--- src/sv/rfbc_pkg.sv ---
`timescale 1ns / 1ps
// Shared types and constants for the rectangle fill/border/copy blitter.
// No dependencies; imported by rfbc_walker and the top level.
package rfbc_pkg;

    localparam int unsigned SCREEN_WIDTH  = 1024;
    localparam int unsigned SCREEN_HEIGHT = 768;

    localparam int unsigned COORD_W = 16;
    localparam int unsigned ADDR_W  = 17;
    localparam int unsigned COLOR_W = 32;

    localparam int unsigned CFG_IDX_W  = 4;
    localparam int unsigned CFG_DATA_W = 32;
    localparam int unsigned S_DATA_W   = 8;
    localparam int unsigned M_DATA_W   = 104;

    // register indexes on the configuration channel
    localparam logic [CFG_IDX_W-1:0] CFG_MODE       = 4'd0;
    localparam logic [CFG_IDX_W-1:0] CFG_RECT_X     = 4'd1;
    localparam logic [CFG_IDX_W-1:0] CFG_RECT_Y     = 4'd2;
    localparam logic [CFG_IDX_W-1:0] CFG_RECT_W     = 4'd3;
    localparam logic [CFG_IDX_W-1:0] CFG_RECT_H     = 4'd4;
    localparam logic [CFG_IDX_W-1:0] CFG_FILL_COLOR = 4'd5;
    localparam logic [CFG_IDX_W-1:0] CFG_DEST_X     = 4'd6;
    localparam logic [CFG_IDX_W-1:0] CFG_DEST_Y     = 4'd7;

    typedef enum logic [1:0] {
        MODE_FILL   = 2'd0,
        MODE_BORDER = 2'd1,
        MODE_COPY   = 2'd2,
        MODE_NONE   = 2'd3
    } t_mode;

    typedef struct packed {
        t_mode                mode;
        logic [COORD_W-1:0]   rect_x;
        logic [COORD_W-1:0]   rect_y;
        logic [COORD_W-1:0]   rect_w;
        logic [COORD_W-1:0]   rect_h;
        logic [COLOR_W-1:0]   fill_color;
        logic [COORD_W-1:0]   dest_x;
        logic [COORD_W-1:0]   dest_y;
    } t_cfg;

    typedef struct packed {
        logic                 active;
        logic [ADDR_W-1:0]    write_x;
        logic [ADDR_W-1:0]    write_y;
        logic                 write_en;
        logic                 is_copy;
        logic [ADDR_W-1:0]    read_x;
        logic [ADDR_W-1:0]    read_y;
        logic                 read_en;
        logic [COLOR_W-1:0]   pixel_color;
        logic                 last;
    } t_pix_op;

endpackage

--- src/sv/rfbc_walker.sv ---
`timescale 1ns / 1ps
// Walk counters and pixel-operation generation for one step item.
// Depends on rfbc_pkg.
module rfbc_walker (
    input  logic             i_clk,
    input  logic             i_rst_n,
    input  rfbc_pkg::t_cfg   i_cfg,
    input  logic             i_restart,
    input  logic             i_accept,
    input  logic             i_step,
    output rfbc_pkg::t_pix_op o_op
);
    import rfbc_pkg::*;

    logic [COORD_W-1:0] r_outer, n_outer;
    logic [COORD_W-1:0] r_inner, n_inner;
    logic               r_rsp, n_rsp;
    logic               r_done, n_done;

    always_ff @(posedge i_clk) begin
        if (!i_rst_n) begin
            r_outer <= '0;
            r_inner <= '0;
            r_rsp   <= 1'b0;
            r_done  <= 1'b0;
        end else if (i_restart) begin
            r_outer <= '0;
            r_inner <= '0;
            r_rsp   <= 1'b0;
            r_done  <= 1'b0;
        end else if (i_accept) begin
            r_outer <= n_outer;
            r_inner <= n_inner;
            r_rsp   <= n_rsp;
            r_done  <= n_done;
        end
    end

    always_comb begin
        logic [COORD_W-1:0] xo;
        logic [COORD_W-1:0] yo;
        logic               issue;
        logic               is_last;
        logic               next_row;
        logic [ADDR_W-1:0]  wx;
        logic [ADDR_W-1:0]  wy;
        logic [ADDR_W-1:0]  rx;
        logic [ADDR_W-1:0]  ry;
        logic [ADDR_W-1:0]  inner_inc;

        n_outer   = r_outer;
        n_inner   = r_inner;
        n_rsp     = r_rsp;
        n_done    = r_done;
        xo        = '0;
        yo        = '0;
        issue     = 1'b0;
        is_last   = 1'b0;
        next_row  = 1'b0;
        inner_inc = {1'b0, r_inner} + ADDR_W'(1);
        o_op      = '0;

        if (!i_step) begin
            n_outer = '0;
            n_inner = '0;
            n_rsp   = 1'b0;
            n_done  = 1'b0;
        end else if (r_done) begin
            // walk finished: idle until restarted
        end else if (i_cfg.mode == MODE_NONE || i_cfg.rect_w == '0 || i_cfg.rect_h == '0) begin
            n_done = 1'b1;
        end else if (i_cfg.mode == MODE_BORDER) begin
            if (r_outer >= i_cfg.rect_h || r_inner >= i_cfg.rect_w) begin
                n_done = 1'b1;
            end else begin
                issue = 1'b1;
                yo    = r_outer;
                if (r_outer == '0 || r_outer == i_cfg.rect_h - COORD_W'(1)) begin
                    xo = r_inner;
                    if (inner_inc < {1'b0, i_cfg.rect_w}) begin
                        n_inner = inner_inc[COORD_W-1:0];
                    end else begin
                        next_row = 1'b1;
                    end
                    is_last = (r_outer == i_cfg.rect_h - COORD_W'(1)) &&
                              (r_inner == i_cfg.rect_w - COORD_W'(1));
                end else if (!r_rsp) begin
                    xo = '0;
                    if (i_cfg.rect_w > COORD_W'(1)) begin
                        n_rsp = 1'b1;
                    end else begin
                        next_row = 1'b1;
                    end
                end else begin
                    xo       = i_cfg.rect_w - COORD_W'(1);
                    n_rsp    = 1'b0;
                    next_row = 1'b1;
                end
                if (next_row) begin
                    n_inner = '0;
                    n_outer = r_outer + COORD_W'(1);
                end
            end
        end else begin
            // fill and copy: columns outer, rows inner
            if (r_outer >= i_cfg.rect_w || r_inner >= i_cfg.rect_h) begin
                n_done = 1'b1;
            end else begin
                issue   = 1'b1;
                xo      = r_outer;
                yo      = r_inner;
                is_last = (r_outer == i_cfg.rect_w - COORD_W'(1)) &&
                          (r_inner == i_cfg.rect_h - COORD_W'(1));
                if (inner_inc < {1'b0, i_cfg.rect_h}) begin
                    n_inner = inner_inc[COORD_W-1:0];
                end else begin
                    n_inner = '0;
                    n_outer = r_outer + COORD_W'(1);
                end
            end
        end

        if (is_last) begin
            n_done = 1'b1;
        end

        rx = {1'b0, i_cfg.rect_x} + {1'b0, xo};
        ry = {1'b0, i_cfg.rect_y} + {1'b0, yo};
        if (i_cfg.mode == MODE_COPY) begin
            wx = {1'b0, i_cfg.dest_x} + {1'b0, xo};
            wy = {1'b0, i_cfg.dest_y} + {1'b0, yo};
        end else begin
            wx = rx;
            wy = ry;
        end

        if (issue) begin
            o_op.active   = 1'b1;
            o_op.write_x  = wx;
            o_op.write_y  = wy;
            o_op.write_en = (wx < ADDR_W'(SCREEN_WIDTH)) && (wy < ADDR_W'(SCREEN_HEIGHT));
            o_op.last     = is_last;
            if (i_cfg.mode == MODE_COPY) begin
                o_op.is_copy = 1'b1;
                o_op.read_x  = rx;
                o_op.read_y  = ry;
                o_op.read_en = (rx < ADDR_W'(SCREEN_WIDTH)) && (ry < ADDR_W'(SCREEN_HEIGHT));
            end else begin
                o_op.pixel_color = i_cfg.fill_color;
            end
        end
    end

endmodule

--- src/sv/rect_fill_border_copy_blitter_top.sv ---
`timescale 1ns / 1ps
// Top level of the rectangle fill/border/copy blitter: config registers,
// stream ports and output register. Depends on rfbc_pkg and rfbc_walker.
//
//  channel   | direction | signals                         | payload
//  ----------+-----------+---------------------------------+---------------------------
//  s_axis    | in        | tvalid, tready, tdata[7:0]      | step
//  m_axis    | out       | tvalid, tready, tdata, tlast    | pixel op, last
//  cfg       | in        | valid, ready, index[3:0], data  | register write
//
// One item per clock while the output side does not stall: the step is worked out from the walk
// counters in the accepting cycle and its pixel op appears in the output register in the cycle after.
// A full output register stalls input only while m_axis_tready is low.
// Reset (synchronous, active low) clears config registers, counters and output valid.
// A config write to a known index restarts the walk; the config port is always ready.
module rect_fill_border_copy_blitter_top (
    input  logic                                i_clk,
    input  logic                                i_rst_n,
    // config
    input  logic                                i_cfg_valid,
    output logic                                o_cfg_ready,
    input  logic [rfbc_pkg::CFG_IDX_W-1:0]      i_cfg_index,
    input  logic [rfbc_pkg::CFG_DATA_W-1:0]     i_cfg_data,
    // input items
    input  logic                                s_axis_tvalid,
    output logic                                s_axis_tready,
    input  logic [rfbc_pkg::S_DATA_W-1:0]       s_axis_tdata,  // [0] step, rest zero
    // result items
    output logic                                m_axis_tvalid,
    input  logic                                m_axis_tready,
    // [0] active, [17:1] write_x, [34:18] write_y, [35] write_en, [36] is_copy,
    // [53:37] read_x, [70:54] read_y, [71] read_en, [103:72] pixel_color
    output logic [rfbc_pkg::M_DATA_W-1:0]       m_axis_tdata,
    output logic                                m_axis_tlast
);
    import rfbc_pkg::*;

    t_cfg    r_cfg;
    logic    r_out_valid;
    t_pix_op r_out_op;
    t_pix_op op;
    logic    s_accept;
    logic    cfg_write;
    logic    cfg_known;

    assign o_cfg_ready   = 1'b1;
    assign cfg_write     = i_cfg_valid;
    assign cfg_known     = (i_cfg_index <= CFG_DEST_Y);
    assign s_axis_tready = !r_out_valid || m_axis_tready;
    assign s_accept      = s_axis_tvalid && s_axis_tready;

    always_ff @(posedge i_clk) begin
        if (!i_rst_n) begin
            r_cfg <= '0;
        end else if (cfg_write) begin
            unique case (i_cfg_index)
                CFG_MODE:       r_cfg.mode       <= t_mode'(i_cfg_data[1:0]);
                CFG_RECT_X:     r_cfg.rect_x     <= i_cfg_data[COORD_W-1:0];
                CFG_RECT_Y:     r_cfg.rect_y     <= i_cfg_data[COORD_W-1:0];
                CFG_RECT_W:     r_cfg.rect_w     <= i_cfg_data[COORD_W-1:0];
                CFG_RECT_H:     r_cfg.rect_h     <= i_cfg_data[COORD_W-1:0];
                CFG_FILL_COLOR: r_cfg.fill_color <= i_cfg_data[COLOR_W-1:0];
                CFG_DEST_X:     r_cfg.dest_x     <= i_cfg_data[COORD_W-1:0];
                CFG_DEST_Y:     r_cfg.dest_y     <= i_cfg_data[COORD_W-1:0];
                default: begin
                    // unknown index: ignored
                end
            endcase
        end
    end

    rfbc_walker u_walker (
        .i_clk     (i_clk),
        .i_rst_n   (i_rst_n),
        .i_cfg     (r_cfg),
        .i_restart (cfg_write && cfg_known),
        .i_accept  (s_accept),
        .i_step    (s_axis_tdata[0]),
        .o_op      (op)
    );

    always_ff @(posedge i_clk) begin
        if (!i_rst_n) begin
            r_out_valid <= 1'b0;
        end else if (s_accept) begin
            r_out_valid <= 1'b1;
        end else if (m_axis_tready) begin
            r_out_valid <= 1'b0;
        end
    end

    always_ff @(posedge i_clk) begin
        if (s_accept) begin
            r_out_op <= op;
        end
    end

    assign m_axis_tvalid = r_out_valid;
    assign m_axis_tlast  = r_out_op.last;
    assign m_axis_tdata  = {r_out_op.pixel_color, r_out_op.read_en, r_out_op.read_y,
                            r_out_op.read_x, r_out_op.is_copy, r_out_op.write_en,
                            r_out_op.write_y, r_out_op.write_x, r_out_op.active};

`ifndef SYNTHESIS
    a_accept_gives_item: assert property (@(posedge i_clk) disable iff (!i_rst_n)
        s_accept |=> m_axis_tvalid)
        else $error("accepted item produced no result");

    a_restart_idle: assert property (@(posedge i_clk) disable iff (!i_rst_n)
        (s_accept && !s_axis_tdata[0]) |=> (!m_axis_tdata[0] && !m_axis_tlast))
        else $error("restart step issued a pixel op");

    a_flags_need_active: assert property (@(posedge i_clk) disable iff (!i_rst_n)
        (m_axis_tvalid && (m_axis_tlast || m_axis_tdata[35] || m_axis_tdata[36]))
        |-> m_axis_tdata[0])
        else $error("last, write_en or is_copy set on an idle item");

    a_read_only_copy: assert property (@(posedge i_clk) disable iff (!i_rst_n)
        (m_axis_tvalid && m_axis_tdata[71]) |-> m_axis_tdata[36])
        else $error("read_en set outside copy mode");
`endif

endmodule

--- config.mk ---
export PLATFORM = sky130hd
export DESIGN_NAME = rect_fill_border_copy_blitter_top
export DESIGN_NICKNAME = d
export VERILOG_FILES = /design/src/sv/rfbc_pkg.sv /design/src/sv/rfbc_walker.sv /design/src/sv/rect_fill_border_copy_blitter_top.sv
export SDC_FILE = /design/constraint.sdc
export NUM_CORES = 1
export LEC_CHECK = 0
export BUFFER_PORTS_ARGS = -buffer_cell sky130_fd_sc_hd__buf_4
export CAP_MARGIN = 15
export CORE_MARGIN = 3
export CORE_UTILIZATION = 55
export CTS_BUF_LIST = sky130_fd_sc_hd__clkbuf_4 sky130_fd_sc_hd__clkbuf_8 sky130_fd_sc_hd__clkbuf_16
export CTS_CLUSTER_DIAMETER = 120
export DETAILED_ROUTE_END_ITERATION = 12
export PLACE_DENSITY_LB_ADDON = 0.1
export REMOVE_ABC_BUFFERS = 1
export SKIP_LAST_GASP = 1
export SLEW_MARGIN = 20
export SYNTH_ARGS = -nofsm -noshare
export SYNTH_HDL_FRONTEND = slang
export SYNTH_HIERARCHICAL = 1
export SYNTH_SLANG_ARGS = --single-unit
export TNS_END_PERCENT = 5
--- constraint.sdc ---
create_clock -name i_clk -period 15.35 [get_ports i_clk]
set_input_delay 0 -clock i_clk [delete_from_list [all_inputs] [get_ports i_clk]]
set_output_delay 0 -clock i_clk [all_outputs]
set_load 0.01 [all_outputs]
==> flow_summary.yaml, run 1 <==
final_layout:
  final_util_pct: 65.0
  multi_input_area_mm2: 0.0114
  antennaDiodeCount: 0
  area_growth_pct: 15.0
  nFillCells: 2767
  final_cell_mix: "nand2_1 (271), buf_4 (171), dfxtp_1 (165)"
  nets: 2406
  register_area_mm2: 0.00646
  layout.cells.most_common: "nand2_1"
  drive_gt1_share_pct: 12.7
global_routing:
  met2_usage_pct: 52.2
  grt_max_degree: 70
  grt.met3_usage_pct: 3.30
  track_usage_pct: 30.7
  grt_pass1_vias: 15800
  busiest_layer: "met2"
  met1_usage_pct: 39.7
  antenna_found_initial: 0
  grt_pass1_wl_um: 87400
  overflow: 0
yosys:
  synthCells: 2077
  synth_top_area_cell: "dfxtp_1"
  synth_ff_type: "dfxtp_1"
  netlist_area_mm2: 0.0186
  synth_seq_area_share_pct: 34.6
  ys_top_cells_by_area: "dfxtp_1 (18%), edfxtp_1 (17%), ha_1 (11%)"
  synth_edf_count: 105
  async_flop_share_pct: 0
  netlist-cell-type-count: 97
  synth_seq_cells: 270
  synth_top_area_share_pct: 17.7
  yosysWarningCount: 6
  syn_avg_cell_area_um2: 8.97
worst_setup_path:
  cp-end-kind: "flip-flop"
  cp_slowest_cell: "a211oi_1"
  path_common_cell: "a21oi_1"
  cp_data_required_time_ns: 15.67
  max_stage_delay_ns: 0.76
  cp-start-kind: "flip-flop"
  cp_max_fo: 61
  critical_path_arrival_ns: 8.01
  crit_type: "reg2reg"
floorplan:
  num_rows: 66
  initial_core_util_pct: 56.6
  die_h_um: 190
  core_area_mm2: 0.0329
  fp.dieArea_mm2: 0.0361
  die_x_um: 190
  io-pin-count: 157
timing:
  tightest_slew_ns: 1.12
  min_period_ns: 7.68
  rsz0062_at_grt: "no"
  drv_slew: 0
  fin_ws_ns: 7.67
  fmax_mhz: 130
  setup_viol: 0
  finalCritPeriodShare_pct: 50.1
  fin_tns_setup_ns: 0
  finalHoldViolations: 0
  maxSlewHeadroom_pct: 25.4
  skew_ns: 0.0251
detailed_routing:
  wl_per_cell_um: 21.2
  vias: 16000
  drtIter0Drc: 1168
  antenna_left: 0
  vias_per_cell: 6.03
  drt_pass1_iterations: 6
  drc: 0
  drt-total-wl_um: 56300
placement:
  pre_cts_ws_ns: 7.85
  numPortBuffers: 148
  hpwlAfterDp_um: 41900
  gp_congestion: 0.957
cts:
  cts.sinks: 270
  clockBufferDepth: 3
  cts_root_buffer: "clkbuf_16"
  cts.clk_slew.worst_paths_ns: 0.06
  numCtsBuffers: 34
  post_cts_buffers: 0
  ctsHtreeMaxLevel: 2
  cts_resized: 0
  cts_hold_buf: 31
  clk_latency_ns: 0.53
  cts_tree: "built"
power_and_ir_drop:
  leakage_nw: 8.89
  peakVddDrop_uv: 82.2
  pwr_density_cell_mw_per_mm2: 81.7
  total_power_w: 0.00175
outcome:
  outcome: "finished, final reports clean"
worst_hold_path:
  hold_class: "in2reg"
run:
  cap_violations: 0
-- worst paths after layout --
| kind | depth (start not counted) | slack (ns) | start | endpoint |
|---|---|---|---|---|
| max | 25 | 7.67 | u_walker/r_outer[13] | m_axis_tdata[35] |
| min | 3 | 0.02 | i_cfg_data[1] | r_cfg[113] |
| max reg2reg | 25 | 7.67 | u_walker/r_outer[13] | m_axis_tdata[35] |
| min reg2reg | 2 | 0.45 | r_cfg[42] | r_cfg[42] |
-- layer usage --
layer	vias to the layer above	part of all wire, %
li1	7696	-
met1	7671	42
met2	550	48
met3	130	5.4
met4	0	4.4
met5	-	0
-- cell type report --
class,count,share of cell area (%)
tap,442,2.58
inverter,70,1.23
clock inverter,13,0.671
timing repair buffer,202,7.44
sequential,270,30.1
clock buffer,47,4.74
multi-input combinational,1615,53.2
-- worst max-delay path: cells and delay by family, from the launching register on --
family,cells,cell delay [ns]
AOI/OAI and AO/OA,15,4.15
buffers and inverters,2,0.57
DFF,1,0.75
adders and majority gates,2,0.70
xor gates and xnor gates,1,0.27
and+or+nand+nor,5,1.04
-- kinds of logic (layout without fill, tap and decap cells) --
kind of cell               after synthesis  in the layout  synth area share, %
adders and majority gates              165            165                 11.2
DFF                                    270            270                 34.6
other                                    1              1               0.0201
muxes                                  139            139                 7.56
AOI/OAI and AO/OA                      402            402                 14.3
xor gates and xnor gates               150            150                 7.12
and+or+nand+nor                        758            758                 20.7
buffers and inverters                  192            332                 4.46
-- state kept, by name, summed over array words and instances, names as in the netlist --
register	cells
r_cfg	130
m_axis_tdata	104
u_walker/r_inner	16
u_walker/r_outer	16
m_axis_tlast	1
m_axis_tvalid	1
u_walker/r_done	1
u_walker/r_rsp	1
-- synth_stat cells (all sizes together), types with 32 or more instances --
cell and number:
buf 39, dfxtp 165, and3 58, nor3 52, mux2i 134, o21a 32, o21ai 60, a21oi 145
clkbuf 83, nand2 271, xor2 46, inv 70, nor2 132, xnor2 103, edfxtp 105, nand3 34
ha 162
-- stage by stage --
| step | hold slack [ns] | std cells | instance area [um2] |
|---|---|---|---|
| after detailed placement | 0.265 | 2568 | 20000 |
| final | 0.0242 | 2659 | 21400 |
| after global placement | 0.260 | 2568 | 20000 |
| after CTS | 0.00398 | 2659 | 21400 |
| after floorplan | 0.139 | 1955 | 18100 |
| after global routing | 0.0402 | 2659 | 21400 |
-- where the power goes --
group | switching (W) | total (W) | internal [W]
combinational | 0.0000984 | 0.000163 | 0.0000650
sequential | 0.00000860 | 0.000770 | 0.000761
clock | 0.000319 | 0.000817 | 0.000498
Power figures use the tool's default switching activity.
==> inputs of run 2 (changes only) <==
--- a/config.mk
+++ b/config.mk
@@ -5,6 +5,7 @@
 export SDC_FILE = /design/constraint.sdc
 export NUM_CORES = 1
 export LEC_CHECK = 0
+export ABC_AREA = 1
 export BUFFER_PORTS_ARGS = -buffer_cell sky130_fd_sc_hd__buf_4
 export CAP_MARGIN = 15
 export CORE_MARGIN = 3
==> constraint.sdc (replaced) <==
create_clock -name i_clk -period 6.85 [get_ports i_clk]
set_input_delay 0 -clock i_clk [delete_from_list [all_inputs] [get_ports i_clk]]
set_output_delay 0 -clock i_clk [all_outputs]
set_load 0.01 [all_outputs]
==> flow_summary.yaml, run 2 <==
yosys:
  synth_most_common_cell: "nand2_1"
  yosysWarningCount: 6
  synth_top_family_by_area: "simple AND/OR/NAND/NOR gates"
  netlist-cell-type-count: 61
  synth_adder_area_share_pct: 10.8
  ys_top_cells_by_area: "dfxtp_1 (17%), edfxtp_1 (16%), nand2_1 (13%)"
  synth_top_area_share_pct: 17.2
  syn_avg_cell_area_um2: 7.00
  synth_common_cells: "nand2_1 (655), nor2_1 (467), inv_1 (281)"
  synth_edf_count: 105
  netlist_area_mm2: 0.0192
  synth_seq_cells: 270
  async_flop_share_pct: 0
  synth_top_area_cell: "dfxtp_1"
  synth_seq_area_share_pct: 33.6
  synth_ff_type: "dfxtp_1"
  muxShareOfSynthArea_pct: 0
  synth_xor_area_share_pct: 3.72
  synth-simple-area-share_pct: 33.6
  synth_compound_area_share_pct: 10.1
  synthCells: 2741
final_layout:
  final_cell_mix: "nand2_1 (655), nor2_1 (462), inv_1 (281)"
  layout.cells.most_common: "nand2_1"
  nFillCells: 2976
  fin_cells: 3392
  largest_reg_flops: 130
  nets: 3132
  drive_gt1_share_pct: 11.7
  multi_input_area_mm2: 0.0112
  register_area_mm2: 0.00646
  max_flop_register: "r_cfg"
  area_growth_pct: 16.3
  design_area_mm2: 0.0223
  antennaDiodeCount: 0
run:
  cap_violations: 0
power_and_ir_drop:
  leakage_nw: 10.2
  switching_power_w: 0.00109
  peakVddDrop_uv: 193
  p_sw_share_pct: 27.4
  pwr_density_cell_mw_per_mm2: 179
  combPwrFrac_pct: 13.8
  pwr-share-seq_pct: 43.5
  clkPwrFrac_pct: 42.8
  internal-power_w: 0.00290
timing:
  min_period_ns: 6.45
  finalHoldViolations: 0
  tightest_slew_ns: 1.13
  maxSlewHeadroom_pct: 24.3
  finalCritPeriodShare_pct: 94.2
  fmax_mhz: 155
  skew_ns: 0.0105
  drv_slew: 0
  setup_viol: 0
placement:
  hpwlAfterDp_um: 46800
  dpl-instance-area_mm2: 0.0208
  numPortBuffers: 148
  gp_congestion: 1.02
  place_inst: 3287
floorplan:
  core_area_mm2: 0.0340
  io-pin-count: 157
  num_rows: 67
  initial_core_util_pct: 56.5
  die_h_um: 193
  fp.dieArea_mm2: 0.0372
  die_x_um: 193
detailed_routing:
  wl_per_cell_um: 18.8
  drc: 0
  drt-total-wl_um: 63800
  drt_pass1_iterations: 6
  antenna_left: 0
  vias_per_cell: 5.63
  drtIter0Drc: 1702
  vias: 19100
worst_setup_path:
  path_common_cell: "nand2_1"
  ff2ff_path_depth: 38
  reg2reg_to: "m_axis_tdata[35]"
  r2r_start: "r_cfg[94]"
  cp_slowest_cell: "nor3_1"
  critical_path_arrival_ns: 6.91
  r2r_setup_slack_ns: 0.40
  max_stage_delay_ns: 0.44
  cp_data_required_time_ns: 7.31
  cp_max_fo: 12
  cp-end-kind: "flip-flop"
  crit_type: "reg2reg"
  cp-start-kind: "flip-flop"
global_routing:
  grt_pass1_vias: 17700
  overflow: 0
  antenna_found_initial: 0
  track_usage_pct: 33.7
  grt_pass1_wl_um: 96800
  grt_max_degree: 90
cts:
  cts_tree: "built"
  cts_hold_buf: 46
  numCtsBuffers: 31
  cts_root_buffer: "clkbuf_16"
  cts.clk_slew.worst_paths_ns: 0.06
  cts.sinks: 270
  clockBufferDepth: 3
  cts_resized: 0
  post_cts_buffers: 0
  clk_latency_ns: 0.59
  ctsHtreeMaxLevel: 1
worst_hold_path:
  hold_path_depth: 5
  min_to: "r_cfg[8]"
  hold_class: "in2reg"
  hp-start: "i_cfg_data[8]"
outcome:
  outcome: "finished, final reports clean"
==> run 2: changes by cell type in the layout (fill, tap and decap cells not counted), sizes merged, moves of 27 or more <==
cell	delta
mux2i	-134
xnor2	-91
inv	+225
nor2	+356
o21a	-27
o21ai	+46
nand2	+406
and3	-56
nand4	+46
nand3	+136
==> run 2: critical path: cells and delay by family (launching register included) <==
family,cells,cell delay [ns]
AO/OA/AOI/OAI,7,1.21
adder cells (fa/ha/maj),3,0.99
flip-flops,1,0.36
buffers and inverters,4,0.57
AND/OR/NAND/NOR,24,3.17
==> run 2: area by class of cell <==
cell class,count,area share (%)
clock buffers,41,3.87
flip-flops and latches,270,28.9
multi-input cells,2076,50.1
clock inverters,17,0.819
repair buffers,243,8.71
well taps,448,2.51
inverters,297,5.00
==> run 2: power groups by stage <==
stage	clock network [W]	registers, W	logic, W
2_1_floorplan	0	0.00179	0.000300
3_3_place_gp	0	0.00177	0.000509
4_1_cts	0.00172	0.00174	0.000538
5_1_grt	0.00179	0.00174	0.000601
6_report	0.00171	0.00174	0.000551
3_5_place_dp	0	0.00177	0.000518
==> run 2: per-stage QoR <==
| stage | hold slack [ns] | power (W) | utilization [%] | setup slack, ns | TNS (ns) |
|---|---|---|---|---|---|
| floorplan | 0.120 | 0.00209 | - | -1.05 | -27.91 |
| CTS | 0.00244 | 0.00400 | 65.6 | 0.683 | 0 |
| detailed placement | 0.251 | 0.00229 | 61.2 | 0.698 | 0 |
| global placement | 0.238 | 0.00228 | 61.2 | 0.851 | 0 |
| finish | 0.0614 | 0.00400 | 65.7 | 0.400 | 0 |
| global route | 0.0414 | 0.00413 | 65.7 | -0.0432 | -0.0432 |
==> run 2: how the worst max path moves through the flow <==
stage | from | endpoint | slack (ns) | depth (start not counted)
after global placement | r_cfg[95] | m_axis_tdata[35] | 0.85 | 38
after detailed placement | r_cfg[64] | m_axis_tdata[35] | 0.70 | 36
final | r_cfg[94] | m_axis_tdata[35] | 0.40 | 38
after floorplan | m_axis_tvalid | u_walker/r_inner[10] | -1.05 | 7
after CTS | r_cfg[64] | m_axis_tdata[35] | 0.68 | 36
after global routing | r_cfg[81] | m_axis_tdata[35] | -0.04 | 38
==> run 2: routing by layer <==
layer,wire length (um),vias to the layer above,track usage (%)
met5,0,-,0
met4,3000,0,15.6
met3,4910,140,3.85
met2,29100,806,55.6
met1,26700,8792,44.4
li1,-,9356,-
==> run 2: logic make-up after synthesis <==
| kind of cell | count (synthesis) |
|---|---|
| AO/OA/AOI/OAI | 346 |
| XOR/XNOR | 80 |
| adder cells (fa/ha/maj) | 164 |
| buffers and inverters | 395 |
| flip-flops | 270 |
| other | 1 |
| AND/OR/NAND/NOR | 1485 |
==> inputs of run 3 (changes only) <==
--- a/config.mk
+++ b/config.mk
@@ -8,6 +8,7 @@
 export ABC_AREA = 1
 export BUFFER_PORTS_ARGS = -buffer_cell sky130_fd_sc_hd__buf_4
 export CAP_MARGIN = 15
+export CORE_ASPECT_RATIO = 1.2
 export CORE_MARGIN = 3
 export CORE_UTILIZATION = 55
 export CTS_BUF_LIST = sky130_fd_sc_hd__clkbuf_4 sky130_fd_sc_hd__clkbuf_8 sky130_fd_sc_hd__clkbuf_16
==> flow_summary.yaml, run 3 (synthesized netlist as in run 2, its figures left out) <==
outcome:
  outcome: "finished, final reports clean"
final_layout:
  fin_cells: 3383
  nets: 3117
  antennaDiodeCount: 0
  nFillCells: 3148
  layout.cells.most_common: "nand2_1"
  multi_input_area_mm2: 0.0112
  drive_gt1_share_pct: 11.4
  final_util_pct: 64.8
  largest_reg_flops: 130
  final_cell_mix: "nand2_1 (655), nor2_1 (463), inv_1 (281)"
  register_area_mm2: 0.00646
  design_area_mm2: 0.0222
  area_growth_pct: 15.7
  max_flop_register: "r_cfg"
power_and_ir_drop:
  peakVddDrop_uv: 296
  leakage_nw: 10.1
  pwr_density_cell_mw_per_mm2: 179
floorplan:
  die_h_um: 211
  die_x_um: 177
  io-pin-count: 157
  fp.dieArea_mm2: 0.0372
  num_rows: 74
  initial_core_util_pct: 56.0
  core_area_mm2: 0.0343
placement:
  gp_congestion: 0.997
  place_inst: 3288
  hpwlAfterDp_um: 47800
  numPortBuffers: 148
  pre_cts_ws_ns: 0.689
  dpl-instance-area_mm2: 0.0207
worst_hold_path:
  hold_class: "in2reg"
timing:
  finalHoldViolations: 0
  tightest_slew_ns: 1.03
  min_period_ns: 6.32
  drv_slew: 0
  maxSlewHeadroom_pct: 31.4
  setup_viol: 0
  skew_ns: 0.0181
  fin_ws_ns: 0.532
  fin_tns_setup_ns: 0
  rsz0062_at_grt: "no"
  fmax_mhz: 158
  finalCritPeriodShare_pct: 92.2
worst_setup_path:
  cp-start-kind: "flip-flop"
  r2r_setup_slack_ns: 0.53
  path_common_cell: "nand2_1"
  cp_max_fo: 9
  crit_type: "reg2reg"
  cp_data_required_time_ns: 7.28
  cp-end-kind: "flip-flop"
  cp_slowest_cell: "fa_1"
  max_stage_delay_ns: 0.41
  critical_path_arrival_ns: 6.75
cts:
  cts_tree: "built"
  numCtsBuffers: 29
  clk_latency_ns: 0.57
  cts_root_buffer: "clkbuf_16"
  cts.clk_slew.worst_paths_ns: 0.07
  clockBufferDepth: 3
  post_cts_buffers: 0
  ctsHtreeMaxLevel: 1
  cts.sinks: 270
detailed_routing:
  drtIter0Drc: 1587
  vias_per_cell: 5.67
  drc: 0
  drt-total-wl_um: 63600
  vias: 19200
  antenna_left: 0
  wl_per_cell_um: 18.8
  drt_pass1_iterations: 6
global_routing:
  grt_pass1_wl_um: 96700
  grt_pass1_vias: 17800
  antenna_found_initial: 1
  overflow: 0
  track_usage_pct: 33.2
  grt_max_degree: 83
run:
  cap_violations: 0
-- run 3: changes by cell type in the layout (fill, tap and decap cells not counted), moves of 2 or more --
| cell | change |
|---|---|
| buf_4 | -7 |
| dlygate4sd3_1 | -6 |
| clkbuf_4 | -5 |
| inv_6 | +3 |
| bufinv_16 | +2 |
| clkbuf_16 | -2 |
| clkinv_2 | -2 |
-- run 3: repair_timing --
action	CTS	global route
hold buffers	40	1
setup endpoints to repair	0	1
resized for setup	0	1
endpoints found under the hold margin	117	1
-- run 3: where the power goes --
part	switching [W]	total (W)	internal [W]
combinational	0.000363	0.000549	0.000186
sequential	0.0000247	0.00174	0.00171
clock	0.000678	0.00169	0.00102
total	0.00107	0.00398	0.00292
-- run 3: worst paths after layout --
| kind | startpoint | end | depth (start not counted) |
|---|---|---|---|
| max | r_cfg[81] | m_axis_tdata[35] | 38 |
| min reg2reg | r_cfg[44] | r_cfg[44] | 2 |
| min | i_cfg_index[1] | r_cfg[81] | 6 |
| max reg2reg | r_cfg[81] | m_axis_tdata[35] | 38 |
-- run 3: final cells by class --
type                    instances  share of cell area [%]
multi-input cells            2076                    50.4
flip-flops and latches        270                    29.1
repair buffers                230                    8.24
inverters                     297                    5.02
clock buffers                  35                    3.56
well taps                     456                    2.57
clock inverters                19                    1.12
-- run 3: worst max-delay path, delay by kind of cell, from the launching register on --
kind	cells	cell delay, ns
buf+inv	4	0.52
fa+ha+maj	3	0.91
compound gates	8	1.44
flops	1	0.33
simple gates	23	2.97
-- run 3: per-layer routing --
metal,global-route usage [%],vias to the layer above,part of all wire (%)
li1,-,9328,-
met1,41.9,8808,40
met2,56.3,855,47
met3,3.93,182,7.3
met4,16.9,0,6.0
met5,0,-,0
-- run 3: per-stage QoR --
| stage | power (W) | hold slack [ns] |
|---|---|---|
| 2_1_floorplan | 0.00209 | 0.120 |
| 3_3_place_gp | 0.00228 | 0.257 |
| 3_5_place_dp | 0.00229 | 0.276 |
| 4_1_cts | 0.00399 | 0.0143 |
| 5_1_grt | 0.00412 | 0.0401 |
| 6_report | 0.00398 | 0.0323 |
